==> src/design/mwdg_pkg.sv <==
`timescale 1ns / 1ps

package mwdg_pkg;

  // Timebase and dwell arithmetic
  localparam int unsigned TICK_HZ   = 1000000;
  localparam int unsigned DWELL_W   = $clog2(TICK_HZ + 1);
  localparam int unsigned CNT_W     = $clog2(DWELL_W);
  localparam int unsigned STEPS_W   = 9;
  localparam int unsigned DIVISOR_W = 8 + STEPS_W;

  // Output scaling, full scale of 12 V split as 3 * 2^2 (linear) and 3 * 2^17 (sine)
  localparam int unsigned FULL_SCALE_VOLTS = 12;
  localparam int unsigned HALF_SCALE       = FULL_SCALE_VOLTS / 2;
  localparam int unsigned SINE_POINTS      = 91;
  localparam int unsigned SINE_ONE         = 32768;
  localparam int unsigned SINE_BASE        = HALF_SCALE * SINE_ONE;
  localparam int unsigned NUM_W            = $clog2(2 * SINE_BASE + 1);
  localparam int unsigned SCALED_W         = NUM_W + 8;
  localparam int unsigned SINE_SHIFT       = 17;
  localparam int unsigned LIN_SHIFT        = 2;
  localparam int unsigned V_W              = 10;
  // floor(v / 3) == (v * 683) >> 11 for every v below 2048
  localparam int unsigned RECIP_3          = 683;
  localparam int unsigned RECIP_SH         = 11;
  localparam int unsigned RECIP_W          = V_W + RECIP_SH;

  // Step counts per shape
  localparam logic [STEPS_W-1:0] STEPS_SQUARE = 9'd2;
  localparam logic [STEPS_W-1:0] STEPS_STAIR  = 9'd5;
  localparam logic [STEPS_W-1:0] STEPS_SINE   = 9'd360;
  localparam logic [STEPS_W-1:0] STEPS_TRI    = 9'd510;
  localparam logic [STEPS_W-1:0] QUARTER      = 9'd90;

  // Waveform codes
  localparam logic [2:0] MODE_HOLD   = 3'd0;
  localparam logic [2:0] MODE_SQUARE = 3'd1;
  localparam logic [2:0] MODE_STAIR  = 3'd2;
  localparam logic [2:0] MODE_SINE   = 3'd3;
  localparam logic [2:0] MODE_TRI    = 3'd4;

  // Register indexes
  localparam logic [1:0] REG_WAVE_MODE = 2'd0;
  localparam logic [1:0] REG_AMPLITUDE = 2'd1;
  localparam logic [1:0] REG_FREQ_HZ   = 2'd2;

  // Quarter sine, Q1.15
  localparam logic [15:0] SINE_Q15 [SINE_POINTS] = '{
    16'd0,     16'd573,   16'd1144,  16'd1714,  16'd2287,  16'd2857,  16'd3424,
    16'd3994,  16'd4561,  16'd5125,  16'd5689,  16'd6252,  16'd6812,  16'd7370,
    16'd7927,  16'd8480,  16'd9031,  16'd9581,  16'd10125, 16'd10669, 16'd11207,
    16'd11744, 16'd12275, 16'd12802, 16'd13327, 16'd13848, 16'd14365, 16'd14877,
    16'd15385, 16'd15886, 16'd16384, 16'd16876, 16'd17364, 16'd17845, 16'd18324,
    16'd18796, 16'd19261, 16'd19720, 16'd20175, 16'd20621, 16'd21063, 16'd21499,
    16'd21925, 16'd22348, 16'd22764, 16'd23170, 16'd23570, 16'd23967, 16'd24350,
    16'd24730, 16'd25100, 16'd25464, 16'd25821, 16'd26169, 16'd26509, 16'd26844,
    16'd27165, 16'd27483, 16'd27787, 16'd28089, 16'd28377, 16'd28659, 16'd28931,
    16'd29196, 16'd29452, 16'd29698, 16'd29934, 16'd30163, 16'd30382, 16'd30592,
    16'd30792, 16'd30982, 16'd31166, 16'd31336, 16'd31500, 16'd31651, 16'd31795,
    16'd31929, 16'd32050, 16'd32165, 16'd32270, 16'd32365, 16'd32450, 16'd32522,
    16'd32588, 16'd32643, 16'd32689, 16'd32722, 16'd32748, 16'd32761, 16'd32768
  };

  // Commands from the controller
  typedef struct packed {
    logic accept;     // input word taken
    logic cfg_write;  // config word taken
    logic div_load;   // start dwell division
    logic div_step;   // one quotient bit
    logic mul_en;     // product stage
    logic scale_en;   // scale stage
    logic code_en;    // divide-by-three and update held code
    logic push;       // load output register
  } cmd_t;

  // Status back to the controller
  typedef struct packed {
    logic calc;       // current input word advances the waveform
    logic cfg_hit;    // config index names a register
    logic div_last;   // last quotient bit this cycle
    logic out_free;   // output register can take a word
  } status_t;

  function automatic logic [STEPS_W-1:0] steps_of(input logic [2:0] mode);
    logic [STEPS_W-1:0] s;
    case (mode)
      MODE_SQUARE: s = STEPS_SQUARE;
      MODE_STAIR:  s = STEPS_STAIR;
      MODE_SINE:   s = STEPS_SINE;
      MODE_TRI:    s = STEPS_TRI;
      default:     s = '0;
    endcase
    return s;
  endfunction

endpackage

==> src/design/multi_waveform_dac_generator.sv <==
`timescale 1ns / 1ps
// Input word with a tick while running: the word passes the product, scale, divide-by-three and push states.
// Input word without a tick, or while no waveform runs: the word goes straight to the push state. The push waits
// for a free output register, and no new word is accepted until it is done. A register write runs the dwell
// division, one quotient bit a cycle, through the divisor load and divide states, with no input accepted meanwhile.
// Reset (rst_ni low, asynchronous): registers zero, hold mode, code 0, dwell length 1.

module multi_waveform_dac_generator (
  input  logic        clk_i,
  input  logic        rst_ni,
  // configuration write channel
  input  logic        cfg_valid_i,
  output logic        cfg_ready_o,
  input  logic [1:0]  cfg_index_i,
  input  logic [7:0]  cfg_data_i,
  // input words
  input  logic        s_axis_tvalid,
  output logic        s_axis_tready,
  input  logic [7:0]  s_axis_tdata,   // [0] tick, [7:1] zero
  // result words
  output logic        m_axis_tvalid,
  input  logic        m_axis_tready,
  output logic [15:0] m_axis_tdata    // [7:0] dac_code, [8] period_start, [9] running, [15:10] zero
);
  import mwdg_pkg::*;

  cmd_t    cmd;
  status_t status;

  mwdg_ctrl u_ctrl (
    .clk_i         (clk_i),
    .rst_ni        (rst_ni),
    .cfg_valid_i   (cfg_valid_i),
    .cfg_ready_o   (cfg_ready_o),
    .s_axis_tvalid (s_axis_tvalid),
    .s_axis_tready (s_axis_tready),
    .status_i      (status),
    .cmd_o         (cmd)
  );

  mwdg_datapath u_datapath (
    .clk_i         (clk_i),
    .rst_ni        (rst_ni),
    .cmd_i         (cmd),
    .status_o      (status),
    .cfg_index_i   (cfg_index_i),
    .cfg_data_i    (cfg_data_i),
    .s_axis_tdata  (s_axis_tdata),
    .m_axis_tvalid (m_axis_tvalid),
    .m_axis_tready (m_axis_tready),
    .m_axis_tdata  (m_axis_tdata)
  );

`ifndef SYNTHESIS
  // input and config words never taken together
  assert property (@(posedge clk_i) disable iff (!rst_ni)
    !(s_axis_tvalid && s_axis_tready && cfg_valid_i && cfg_ready_o))
    else $error("input and config accepted in the same cycle");

  // a register write starts the division, so no input next cycle
  assert property (@(posedge clk_i) disable iff (!rst_ni)
    (cfg_valid_i && cfg_ready_o &&
     (cfg_index_i == REG_WAVE_MODE || cfg_index_i == REG_AMPLITUDE ||
      cfg_index_i == REG_FREQ_HZ)) |=> !s_axis_tready)
    else $error("input ready during dwell division");

  // one word in flight at a time
  assert property (@(posedge clk_i) disable iff (!rst_ni)
    (s_axis_tvalid && s_axis_tready) |=> !s_axis_tready)
    else $error("input ready while a word is in flight");

  // period start only while a waveform runs
  assert property (@(posedge clk_i) disable iff (!rst_ni)
    (m_axis_tvalid && !m_axis_tdata[9]) |-> !m_axis_tdata[8])
    else $error("period start flagged in hold");
`endif

endmodule

==> src/design/mwdg_ctrl.sv <==
`timescale 1ns / 1ps

module mwdg_ctrl (
  input  logic             clk_i,
  input  logic             rst_ni,
  input  logic             cfg_valid_i,
  output logic             cfg_ready_o,
  input  logic             s_axis_tvalid,
  output logic             s_axis_tready,
  input  mwdg_pkg::status_t status_i,
  output mwdg_pkg::cmd_t    cmd_o
);
  import mwdg_pkg::*;

  typedef enum logic [2:0] {
    ST_IDLE,
    ST_PROD,
    ST_DIVIDE,
    ST_MUL,
    ST_SCALE,
    ST_DIV3,
    ST_PUSH
  } state_e;

  state_e state_q;
  logic   idle;

  assign idle          = (state_q == ST_IDLE);
  assign cfg_ready_o   = idle;
  assign s_axis_tready = idle & ~cfg_valid_i;

  // Command decode
  always_comb begin
    cmd_o           = '0;
    cmd_o.cfg_write = idle & cfg_valid_i;
    cmd_o.accept    = idle & ~cfg_valid_i & s_axis_tvalid;
    cmd_o.div_load  = (state_q == ST_PROD);
    cmd_o.div_step  = (state_q == ST_DIVIDE);
    cmd_o.mul_en    = (state_q == ST_MUL);
    cmd_o.scale_en  = (state_q == ST_SCALE);
    cmd_o.code_en   = (state_q == ST_DIV3);
    cmd_o.push      = (state_q == ST_PUSH) & status_i.out_free;
  end

  // Sequencer
  always_ff @(posedge clk_i or negedge rst_ni) begin
    if (!rst_ni) begin
      state_q <= ST_IDLE;
    end else begin
      case (state_q)
        ST_IDLE: begin
          if (cmd_o.cfg_write) begin
            if (status_i.cfg_hit) state_q <= ST_PROD;
          end else if (cmd_o.accept) begin
            state_q <= status_i.calc ? ST_MUL : ST_PUSH;
          end
        end
        ST_PROD:   state_q <= ST_DIVIDE;
        ST_DIVIDE: begin
          if (status_i.div_last) state_q <= ST_IDLE;
        end
        ST_MUL:    state_q <= ST_SCALE;
        ST_SCALE:  state_q <= ST_DIV3;
        ST_DIV3:   state_q <= ST_PUSH;
        ST_PUSH: begin
          if (status_i.out_free) state_q <= ST_IDLE;
        end
        default:   state_q <= ST_IDLE;
      endcase
    end
  end

endmodule

==> src/design/mwdg_datapath.sv <==
`timescale 1ns / 1ps

module mwdg_datapath (
  input  logic              clk_i,
  input  logic              rst_ni,
  input  mwdg_pkg::cmd_t    cmd_i,
  output mwdg_pkg::status_t status_o,
  input  logic [1:0]        cfg_index_i,
  input  logic [7:0]        cfg_data_i,
  input  logic [7:0]        s_axis_tdata,
  output logic              m_axis_tvalid,
  input  logic              m_axis_tready,
  output logic [15:0]       m_axis_tdata
);
  import mwdg_pkg::*;

  // Configuration registers
  logic [2:0] mode_q;
  logic [7:0] amp_q;
  logic [7:0] freq_q;

  // Step state
  logic [STEPS_W-1:0] step_q;
  logic [DWELL_W-1:0] dc_q;
  logic [DWELL_W-1:0] len_q;
  logic [7:0]         held_q;

  // Per-word pipeline
  logic [STEPS_W-1:0] p_q;
  logic               start_q;
  logic               run_q;
  logic               neg_q;
  logic [NUM_W-1:0]   prod_q;
  logic [V_W-1:0]     v_q;

  // Divider
  logic [DIVISOR_W-1:0] divisor_q;
  logic [DIVISOR_W-1:0] rem_q;
  logic [DWELL_W-1:0]   num_q;
  logic [DWELL_W-1:0]   quo_q;
  logic [CNT_W-1:0]     cnt_q;
  logic                 div_run_q;

  // Output register
  logic       out_valid_q;
  logic [7:0] out_code_q;
  logic       out_start_q;
  logic       out_run_q;

  logic [STEPS_W-1:0] steps;
  logic               run;
  logic               wrap;
  logic [STEPS_W-1:0] p_eff;
  logic [STEPS_W-1:0] p_inc;
  logic [DWELL_W-1:0] dc_eff;
  logic [DWELL_W-1:0] dc_inc;

  assign steps  = steps_of(mode_q);
  assign run    = (steps != '0) && (freq_q != 8'd0);
  assign wrap   = (step_q >= steps);
  assign p_eff  = wrap ? '0 : step_q;
  assign dc_eff = wrap ? '0 : dc_q;
  assign p_inc  = p_eff + 9'd1;
  assign dc_inc = dc_eff + DWELL_W'(1);

  assign status_o.calc     = run & s_axis_tdata[0];
  assign status_o.cfg_hit  = (cfg_index_i == REG_WAVE_MODE) ||
                             (cfg_index_i == REG_AMPLITUDE) ||
                             (cfg_index_i == REG_FREQ_HZ);
  assign status_o.div_last = (cnt_q == '0);
  assign status_o.out_free = ~out_valid_q | m_axis_tready;

  // Config registers and step state
  always_ff @(posedge clk_i or negedge rst_ni) begin
    if (!rst_ni) begin
      mode_q <= MODE_HOLD;
      amp_q  <= '0;
      freq_q <= '0;
      step_q <= '0;
      dc_q   <= '0;
    end else if (cmd_i.cfg_write) begin
      case (cfg_index_i)
        REG_WAVE_MODE: mode_q <= cfg_data_i[2:0];
        REG_AMPLITUDE: amp_q  <= cfg_data_i;
        REG_FREQ_HZ:   freq_q <= cfg_data_i;
        default:       ;
      endcase
      if (status_o.cfg_hit) begin
        step_q <= '0;
        dc_q   <= '0;
      end
    end else if (cmd_i.accept && status_o.calc) begin
      if (dc_inc >= len_q) begin
        dc_q   <= '0;
        step_q <= (p_inc >= steps) ? '0 : p_inc;
      end else begin
        dc_q   <= dc_inc;
        step_q <= p_eff;
      end
    end
  end

  // Word attributes captured on accept
  always_ff @(posedge clk_i) begin
    if (cmd_i.accept) begin
      p_q     <= p_eff;
      start_q <= status_o.calc && (p_eff == '0) && (dc_eff == '0);
      run_q   <= run;
    end
  end

  // Dwell division, one quotient bit a cycle
  logic [DIVISOR_W:0]   rem_sh;
  logic                 ge;
  logic [DIVISOR_W:0]   rem_nx;
  logic [DWELL_W-1:0]   quo_nx;

  assign rem_sh = {rem_q, num_q[DWELL_W-1]};
  assign ge     = (rem_sh >= {1'b0, divisor_q});
  assign rem_nx = ge ? (rem_sh - {1'b0, divisor_q}) : rem_sh;
  assign quo_nx = {quo_q[DWELL_W-2:0], ge};

  always_ff @(posedge clk_i) begin
    if (cmd_i.div_load) begin
      divisor_q <= {{(DIVISOR_W-8){1'b0}}, freq_q} *
                   {{(DIVISOR_W-STEPS_W){1'b0}}, steps};
      div_run_q <= run;
      rem_q     <= '0;
      num_q     <= DWELL_W'(TICK_HZ);
      quo_q     <= '0;
      cnt_q     <= CNT_W'(DWELL_W - 1);
    end else if (cmd_i.div_step) begin
      rem_q <= rem_nx[DIVISOR_W-1:0];
      num_q <= {num_q[DWELL_W-2:0], 1'b0};
      quo_q <= quo_nx;
      cnt_q <= cnt_q - CNT_W'(1);
    end
  end

  always_ff @(posedge clk_i or negedge rst_ni) begin
    if (!rst_ni) begin
      len_q <= DWELL_W'(1);
    end else if (cmd_i.div_step && status_o.div_last) begin
      len_q <= (div_run_q && (quo_nx != '0)) ? quo_nx : DWELL_W'(1);
    end
  end

  // Product stage: amplitude times shape value
  logic [1:0]           quad;
  logic [STEPS_W-1:0]   r_full;
  logic [6:0]           sidx;
  logic [15:0]          sval;
  logic [2:0]           a_sine;
  logic [3:0]           a_lin;
  logic [7:0]           m_lin;
  logic [NUM_W-1:0]     prod_sine;
  logic [NUM_W-1:0]     prod_lin;
  logic [STEPS_W-1:0]   tri_down;

  always_comb begin
    if (p_q >= STEPS_W'(3 * QUARTER))      quad = 2'd3;
    else if (p_q >= STEPS_W'(2 * QUARTER)) quad = 2'd2;
    else if (p_q >= QUARTER)               quad = 2'd1;
    else                                   quad = 2'd0;
  end

  assign r_full   = p_q - ({{(STEPS_W-2){1'b0}}, quad} * QUARTER);
  assign sidx     = quad[0] ? (7'(QUARTER) - r_full[6:0]) : r_full[6:0];
  assign sval     = SINE_Q15[sidx];
  assign a_sine   = (amp_q > 8'(HALF_SCALE)) ? 3'(HALF_SCALE) : amp_q[2:0];
  assign a_lin    = (amp_q > 8'(FULL_SCALE_VOLTS)) ? 4'(FULL_SCALE_VOLTS) : amp_q[3:0];
  assign tri_down = STEPS_TRI - p_q;

  always_comb begin
    case (mode_q)
      MODE_SQUARE: m_lin = (p_q == '0) ? 8'd255 : 8'd0;
      MODE_STAIR:  m_lin = 8'(({5'd0, p_q[2:0]} + 8'd1) * 8'd51);
      MODE_TRI:    m_lin = (p_q < 9'd255) ? p_q[7:0] : tri_down[7:0];
      default:     m_lin = 8'd0;
    endcase
  end

  assign prod_sine = {{(NUM_W-3){1'b0}}, a_sine} * {{(NUM_W-16){1'b0}}, sval};
  assign prod_lin  = {{(NUM_W-4){1'b0}}, a_lin} * {{(NUM_W-8){1'b0}}, m_lin};

  always_ff @(posedge clk_i) begin
    if (cmd_i.mul_en) begin
      prod_q <= (mode_q == MODE_SINE) ? prod_sine : prod_lin;
      neg_q  <= quad[1];
    end
  end

  // Scale stage: for sine, offset, times 255, drop the power-of-two part of full scale; linear shapes only drop it
  logic [NUM_W-1:0]    base;
  logic [NUM_W-1:0]    num;
  logic [SCALED_W-1:0] scaled;

  assign base   = NUM_W'(SINE_BASE);
  assign num    = neg_q ? ((base >= prod_q) ? (base - prod_q) : '0) : (base + prod_q);
  assign scaled = {num, 8'd0} - {8'd0, num};

  always_ff @(posedge clk_i) begin
    if (cmd_i.scale_en) begin
      v_q <= (mode_q == MODE_SINE) ? scaled[SINE_SHIFT +: V_W] : prod_q[LIN_SHIFT +: V_W];
    end
  end

  // Divide by three through the reciprocal, saturate to eight bits
  logic [RECIP_W-1:0] recip_prod;
  logic [V_W-1:0]     code_w;

  assign recip_prod = {{RECIP_SH{1'b0}}, v_q} * RECIP_W'(RECIP_3);
  assign code_w     = recip_prod[RECIP_SH +: V_W];

  always_ff @(posedge clk_i or negedge rst_ni) begin
    if (!rst_ni) begin
      held_q <= '0;
    end else if (cmd_i.code_en) begin
      held_q <= (code_w > 10'd255) ? 8'hff : code_w[7:0];
    end
  end

  // Output register
  always_ff @(posedge clk_i or negedge rst_ni) begin
    if (!rst_ni) begin
      out_valid_q <= 1'b0;
    end else if (cmd_i.push) begin
      out_valid_q <= 1'b1;
    end else if (m_axis_tready) begin
      out_valid_q <= 1'b0;
    end
  end

  always_ff @(posedge clk_i) begin
    if (cmd_i.push) begin
      out_code_q  <= held_q;
      out_start_q <= start_q;
      out_run_q   <= run_q;
    end
  end

  assign m_axis_tvalid = out_valid_q;
  assign m_axis_tdata  = {6'd0, out_run_q, out_start_q, out_code_q};

endmodule
==> config.mk <==
export PLATFORM = sky130hd
export DESIGN_NAME = multi_waveform_dac_generator
export DESIGN_NICKNAME = d
export VERILOG_FILES = /design/src/design/mwdg_pkg.sv /design/src/design/multi_waveform_dac_generator.sv /design/src/design/mwdg_ctrl.sv /design/src/design/mwdg_datapath.sv
export SDC_FILE = /design/constraint.sdc
export NUM_CORES = 1
export LEC_CHECK = 0
export BUFFER_PORTS_ARGS = -buffer_cell sky130_fd_sc_hd__buf_2
export CORE_MARGIN = 2
export CORE_UTILIZATION = 50
export CTS_CLUSTER_SIZE = 25
export DETAILED_ROUTE_END_ITERATION = 10
export HOLD_SLACK_MARGIN = 0.06
export PLACE_DENSITY = 0.69
export SKIP_LAST_GASP = 1
export SYNTH_ARGS = -nofsm -noshare
export SYNTH_HDL_FRONTEND = slang
export SYNTH_SLANG_ARGS = --single-unit
==> constraint.sdc <==
create_clock -name clk_i -period 10.4 [get_ports clk_i]
set_input_delay 2.08 -clock clk_i [delete_from_list [all_inputs] [get_ports clk_i]]
set_output_delay 2.08 -clock clk_i [all_outputs]
set_load 0.05 [all_outputs]
# --- Word-level counts from Yosys, hierarchy flattened ---
# Memory sizes are Yosys's and may differ from the RTL's.
# Index checks and enable logic that the tools add are counted.
word_totals:
  mem_bits_ro: 2048
  memories: 1
  register_bits: 204
  word_cells: 145
  output_inout_bits: 19
memory_table:
  columns: ["memory", "depth", "word_bits", "read_ports", "rd_ports_with_merged_regs", "write_ports", "line_no", "rtl"]
  rows:
  - ["(name not given)", 128, 16, 1, 0, 0, "mwdg_datapath.sv:169", "assign sval = SINE_Q15[sidx];"]
op_classes:
  n_lt_le_gt_ge: 13
  add_sub_neg: 11
  mux: 39
  multipliers: 6
  bitwise_logic: 9
  reduce_logical: 24
  eq_ne: 17
op_table:
  columns: ["cell", "n"]
  rows:
  - ["$mux 20", 6]
  - ["$mux 9", 6]
  - ["$mux 19", 2]
  - ["$pmux 9 s4", 1]
  - ["$mux 16", 2]
  - ["$sub 27x19->27", 1]
  - ["$mux 8", 3]
  - ["$pmux 8 s3", 1]
  - ["$mux 3", 7]
  - ["$pmux 3 s7", 1]
  - ["$add 20x1->20 const B", 1]
  - ["$ge 20x20->1", 1]
  - ["$logic_not 20->1", 1]
  - ["$mul 10x10->20 const B", 1]
  - ["$reduce_bool 20->1", 1]
  - ["$add 18x19->19 const A", 1]
  - ["$ge 18x19->1 const A", 1]
  - ["$mul 3x16->19", 1]
  - ["$sub 18x19->19 const A", 1]
  - ["$ge 18x17->1", 1]
  - ["$ge 9x9->1", 2]
  - ["$logic_not 9->1", 2]
  - ["$mul 8x9->17", 1]
  - ["$mux 17", 1]
  - ["other kinds (47)", 73]

# --- Depth between registers and ports, before layout ---
depth:
  ltp_word: 14
  depth_mapped: 34
  depth_no_buf: 32

# --- Cells and area by module ---
# A second synthesis with hierarchy kept.
hier_totals:
  cells_unflattened: 2360
  area_unflattened_um2: 20520.9
by_module_without_submodules:
  columns: ["module", "cells_per_inst", "area_per_inst_um2", "n_inst"]
  rows:
  - ["mwdg_datapath", 2328, 20231.9, 1]
  - ["mwdg_ctrl", 32, 289.0, 1]

# --- Worst setup path before layout ---
# No wires, ideal clock.
synth_timing:
  path_type: "flip-flop to flip-flop"
  startpoint: "register u_datapath.p_q[0]"
  endpoint: "register u_datapath.prod_q[17], data pin"
  arrival_time_ps: 7723
  setup_ps: 266
  path_stages_with_launch: 30
  synth_period_minus_slack_ps: 7989
  setup_slack_ps: 2411
  path_cell_list: "edfxtp_1 > clkinv_1 > ha_1 > o211a_1 > nor3_1 > a21oi_1 > buf_2 > ha_1 > fa_1 > xnor2_1 > o21ai_0 > nand2_1 > a211oi_1 > nor3_1 > clkbuf_1 > o21bai_1 > a32oi_1 > or3_1 > fa_1 > inv_1 > ha_1 > a21o_1 > a21o_1 > a2111oi_0 > o31ai_1 > o41ai_1 > o2111ai_1 > a21oi_1 > xor2_1 > nor2_1"
synth_between:
  elab_chain_len: 13
synth_rtl:
  columns: ["item", "line_no", "rtl"]
  rows:
  - ["start: declaration", "mwdg_datapath.sv:29", "logic [STEPS_W-1:0] p_q;"]
  - ["start signal: assignment", "mwdg_datapath.sv:106", "p_q <= p_eff;"]
  - ["$ge 9x7->1", "mwdg_datapath.sv:163", "else if (p_q >= QUARTER) quad = 2'd1;"]
  - ["$mux 1", "mwdg_datapath.sv:163", null]
  - ["$mux 2", "mwdg_datapath.sv:162", "else if (p_q >= STEPS_W'(2 * QUARTER)) quad = 2'd2;"]
  - ["$mux 2", "mwdg_datapath.sv:161", "if (p_q >= STEPS_W'(3 * QUARTER)) quad = 2'd3;"]
  - ["$mul 2x6->6", "mwdg_datapath.sv:167", "assign r_full = p_q - ({{(STEPS_W-2){1'b0}}, quad} * QUARTER);"]
  - ["$sub 7x7->7", "mwdg_datapath.sv:167", null]
  - ["$sub 7x7->7", "mwdg_datapath.sv:168", "assign sidx = quad[0] ? (7'(QUARTER) - r_full[6:0]) : r_full[6:0];"]
  - ["$mux 7 (*)", "mwdg_datapath.sv:168", null]
  - ["$not 7->8 (implied by the code) (*)", "mwdg_datapath.sv:169", null]
  - ["$mem_v2 128x16 (*)", null, null]
  - ["$mux 16 (implied by the code) (*) (2 in a row)", "mwdg_datapath.sv:169", null]
  - ["$mul 3x16->19 (*)", "mwdg_datapath.sv:183", "assign prod_sine = {{(NUM_W-3){1'b0}}, a_sine} * {{(NUM_W-16){1'b0}}, sval};"]
  - ["end signal: assignment", "mwdg_datapath.sv:188", "prod_q <= (mode_q == MODE_SINE) ? prod_sine : prod_lin;"]
  - ["end: declaration", "mwdg_datapath.sv:33", "logic [NUM_W-1:0] prod_q;"]
# Every way passes the cells marked *; elsewhere a longest branch is shown, timed or not. The select of a mux whose other input is x is not followed.
# A chain may end at the register's enable or synchronous reset.

# --- Worst setup path after layout ---
layout_timing:
  startpoint: "register u_datapath.p_q[6]"
  endpoint: "register u_datapath.prod_q[18], data pin"
# The elaborated chain is that of the path after synthesis.

==> summary.md <==
| Metric | Value |
|---|---|
| CTS sink count | `slightly above 200` |
| # DRC | `0` |
| Tcrit/Tclk final | `82.2%` |
| Biggest cell delay along the critical path | `0.63 ns` |
| Synth cell types | `94` |
| Sum Neg Setup Slack | `0 ns` |
| Worst Setup End Kind | `register` |
| Critical path class | `reg -> reg` |
| Largest family of logic cells by synthesized area | `adder cells` |
| Family with the most delay on the worst path | `compound AO/OA/AOI/OAI gates` |
| Area grow syn2layout | `6.73%` |
| Number of H-tree levels | `1` |
| Place WS | `1.92 ns` |
| Nets | `2,751` |
| Number of max-cap violations | `0` |
| Multiplexer share of the synthesized area | `about 1.9%` |
| DR WL/cell | `~17 um` |
| Syn Area/Cell | `approximately 8.5 sq um` |
| Finish-stage setup viols | `0` |
| Post-CTS Setup Inserts | `0` |
| Clock buffer depth | `3` |
| R2R cell count | `27` |
| Worst-Skew Late Latency | `approximately 0.53 ns` |
| Synth Area in Compound Gates | `19.0%` |
| Number of fillers in the final layout | `3,641` |
| RSZ-0062 raised after global routing | `no` |
| DRT iter0 DRCs | `1,471` |
| Storage cell area | `5180 sq um` |
| Hold Path Stages | `2` |
| Vias in the first global route | `approximately 17,000` |
| Port-buffer cells | `28` |
| Die Span Y | `just over 200 um` |
| Mapped Cells | `2,423` |
| CP Data Arrival Time | `8.82 ns` |
| Die ar. | `roughly 43,000 sq um` |
| GRT Total Usage | `a little under a quarter` |
| Actual slew at the worst max-slew pin | `around 1.3 ns` |
| CP bufs+invs | `1` |
| Core area | `40,600 sq um` |
| Warnings from Yosys | `0` |
| Multi-input gate area | `approximately 14,000 sq um` |
| IO Count | `42` |
| Status | `finished, final reports clean` |
| Core Util, Final | `a little over half` |
| RePlAce Congestion | `~0.97` |
| Clock tree from TritonCTS | `yes` |
| Vias | `17,400` |
| First-pass GRT wire length | `~84,000 um` |
| Number of synthesized flops with an enable pin | `between 60 and 70` |
| Die W | `between 200 and 250 um` |
| CTS clock-pin slew for the worst setup and hold paths | `approximately 0.06 ns` |
| Post-Synth Adder-Cell Area | `23.1%` |
| First-pass iteration count of the detailed router | `5` |
| Period minus WS final | `between 8 and 9 ns` |
| Total congestion overflow | `0` |
| Async SR Flop Fraction | `between 30 and 40%` |
| Resized Gates After CTS | `0` |
| Worst relative slew slack | `between 10% and 20%` |
| Hold-fix buffers, CTS | `0` |
| Crit Path Max Fanout | `16` |
| WP data required | `about 11 ns` |
| FP Rows | `74` |
| Ys flop type | `dfrtp_1` |
| Slowest cell on crit path | `fa_1` |
| Total CTS buffers | `23` |
| Final WL | `about 50,000 um` |
| Starting Density | `approximately half` |
| Sequential area share after synthesis | `between 20 and 30%` |
| Skew final | `roughly 0.017 ns` |
| Max Clock Freq | `between 100 and 150 MHz` |
| Worst min path class | `reg -> reg` |
| Ant diodes | `0` |
| DP Wirelength | `38,400 um` |
| WP depth | `27` |
| Final Worst Setup Slack | `approximately 1.8 ns` |
| Largest net degree at the start of global routing | `64` |
| Startpoint types | `register` |
| Simple-gate share of the synthesized area | `between 10% and 20%` |
| CTS Root Cell | `clkbuf_16` |
| Detail Route Antenna Nets | `0` |
| Mapped Area | `slightly above 20,000 sq um` |
| Final hold violation count | `0` |
| DR vias/cell | `5.88` |
| Final slew viol count | `0` |
| Initial antenna violation count | `0` |
| #FFs+latches synth | `~200` |
| Fraction of layout cells with a size suffix above 1 | `under 10%` |
| Post-synthesis xor/xnor area fraction | `about 5.7%` |
==> layer usage <==
metal	wire (um)	GRT usage [%]	vias up
li1	-	-	8464
met1	23200	34.1	8286
met2	22800	38.5	538
met3	3180	2.98	80
met4	1070	5.87	0
met5	0	0	-
==> stage by stage <==
stage | area, sq um | std cells | hold slack, ns
after floorplan | 20500 | 2428 | 0.400
after global placement | 21100 | 2911 | 0.429
after detailed placement | 21100 | 2911 | 0.433
after CTS | 21900 | 2953 | 0.443
after global routing | 21900 | 2953 | 0.455
final | 21900 | 2953 | 0.441
==> kinds of logic (layout without fill, tap and decap cells) <==
| logic type | after synthesis | count (layout) |
|---|---|---|
| mux | 34 | 34 |
| xor+xnor | 128 | 128 |
| buf+inv | 354 | 347 |
| flops | 204 | 204 |
| simple gates | 797 | 797 |
| fa+ha+maj | 324 | 324 |
| compound gates | 581 | 581 |
| other cells | 1 | 6 |
==> flip-flops by register name, indices dropped and copies added (netlist names), 3 cells and up <==
register,count
u_ctrl.state_q,3
u_datapath.amp_q,8
u_datapath.cnt_q,5
u_datapath.dc_q,20
u_datapath.divisor_q,17
u_datapath.freq_q,8
u_datapath.held_q,8
u_datapath.len_q,20
u_datapath.mode_q,3
u_datapath.num_q,14
u_datapath.out_code_q,8
u_datapath.p_q,9
u_datapath.prod_q,19
u_datapath.quo_q,19
u_datapath.rem_q,17
u_datapath.step_q,9
u_datapath.v_q,10
==> worst paths after layout <==
kind / slack (ns) / from / endpoint
min in group asynchronous: 1.45 / rst_ni / u_datapath.len_q[14]$_DFFE_PN0P_
setup reg to reg: 1.85 / u_datapath.p_q[6]$_DFFE_PP_ / u_datapath.prod_q[18]$_SDFFCE_PN0P_
hold / removal: 0.44 / u_datapath.num_q[6]$_SDFFE_PP1P_ / u_datapath.num_q[6]$_SDFFE_PP1P_
hold reg to reg: 0.44 / u_datapath.num_q[6]$_SDFFE_PP1P_ / u_datapath.num_q[6]$_SDFFE_PP1P_
setup / recovery: 1.85 / u_datapath.p_q[6]$_DFFE_PP_ / u_datapath.prod_q[18]$_SDFFCE_PN0P_
max in group asynchronous: 7.89 / rst_ni / u_datapath.freq_q[4]$_DFFE_PN0P_
==> worst min-delay path, cell delays in order, from the launching register on <==
cell and delay [ns]:
dfxtp_1 0.31, nand2_1 0.05, nand2_1 0.04
==> cell usage in the layout, fill, tap and decap left out, types with 11 or more instances in the layout <==
| master | instances |
|---|---|
| and2_1 | 46 |
| dfrtp_1 | 79 |
| nor2_1 | 181 |
| buf_4 | 43 |
| mux2i_1 | 11 |
| nor2b_1 | 16 |
| xnor2_1 | 68 |
| a22o_1 | 39 |
| and3_1 | 23 |
| a211oi_1 | 19 |
| buf_2 | 27 |
| or2_2 | 14 |
| a21o_1 | 37 |
| o31ai_1 | 21 |
| xor2_1 | 55 |
| clkbuf_16 | 24 |
| or3_1 | 14 |
| nand4_1 | 21 |
| nor4_1 | 26 |
| a31oi_1 | 28 |
| o21a_1 | 15 |
| a21oi_1 | 162 |
| ha_1 | 233 |
| inv_1 | 231 |
| edfxtp_1 | 69 |
| nor3_1 | 41 |
| nand2_1 | 296 |
| mux2_2 | 22 |
| nand3_1 | 62 |
| fa_1 | 91 |
| dfxtp_1 | 55 |
| o21ai_0 | 104 |
| nand2b_1 | 28 |
| o211ai_1 | 23 |
| o21bai_1 | 12 |
==> final cells by class <==
type / count / area share, %
Clock buffer: 29 / 2.88
Clock inverter: 13 / 0.526
Inverter: 235 / 4.03
Multi-Input combinational cell: 1870 / 63.8
Sequential cell: 204 / 23.7
Tap cell: 532 / 3.04
Timing Repair Buffer: 70 / 2.09
==> Yosys cell counts (21+ instances only) <==
master	number	area (sq um)
nand4_1	21	131
nor4_1	26	163
mux2_2	22	248
clkbuf_1	85	319
fa_1	91	1820
nor2_1	182	683
dfxtp_1	55	1100
xor2_1	55	482
nand2_1	296	1110
edfxtp_1	69	2070
a31oi_1	28	175
o31ai_1	21	158
a22o_1	39	342
and2_1	46	288
a21oi_1	162	811
xnor2_1	69	604
inv_1	231	867
o211ai_1	23	173
a21o_1	37	278
nor3_1	42	210
ha_1	233	2920
o21ai_0	104	521
nand2b_1	28	175
dfrtp_1	79	1980
and3_1	23	144
nand3_1	62	310
Power is left out: the tool's default activity adds up to more than one toggle a clock period on the data nets, which glitch-free logic cannot reach.
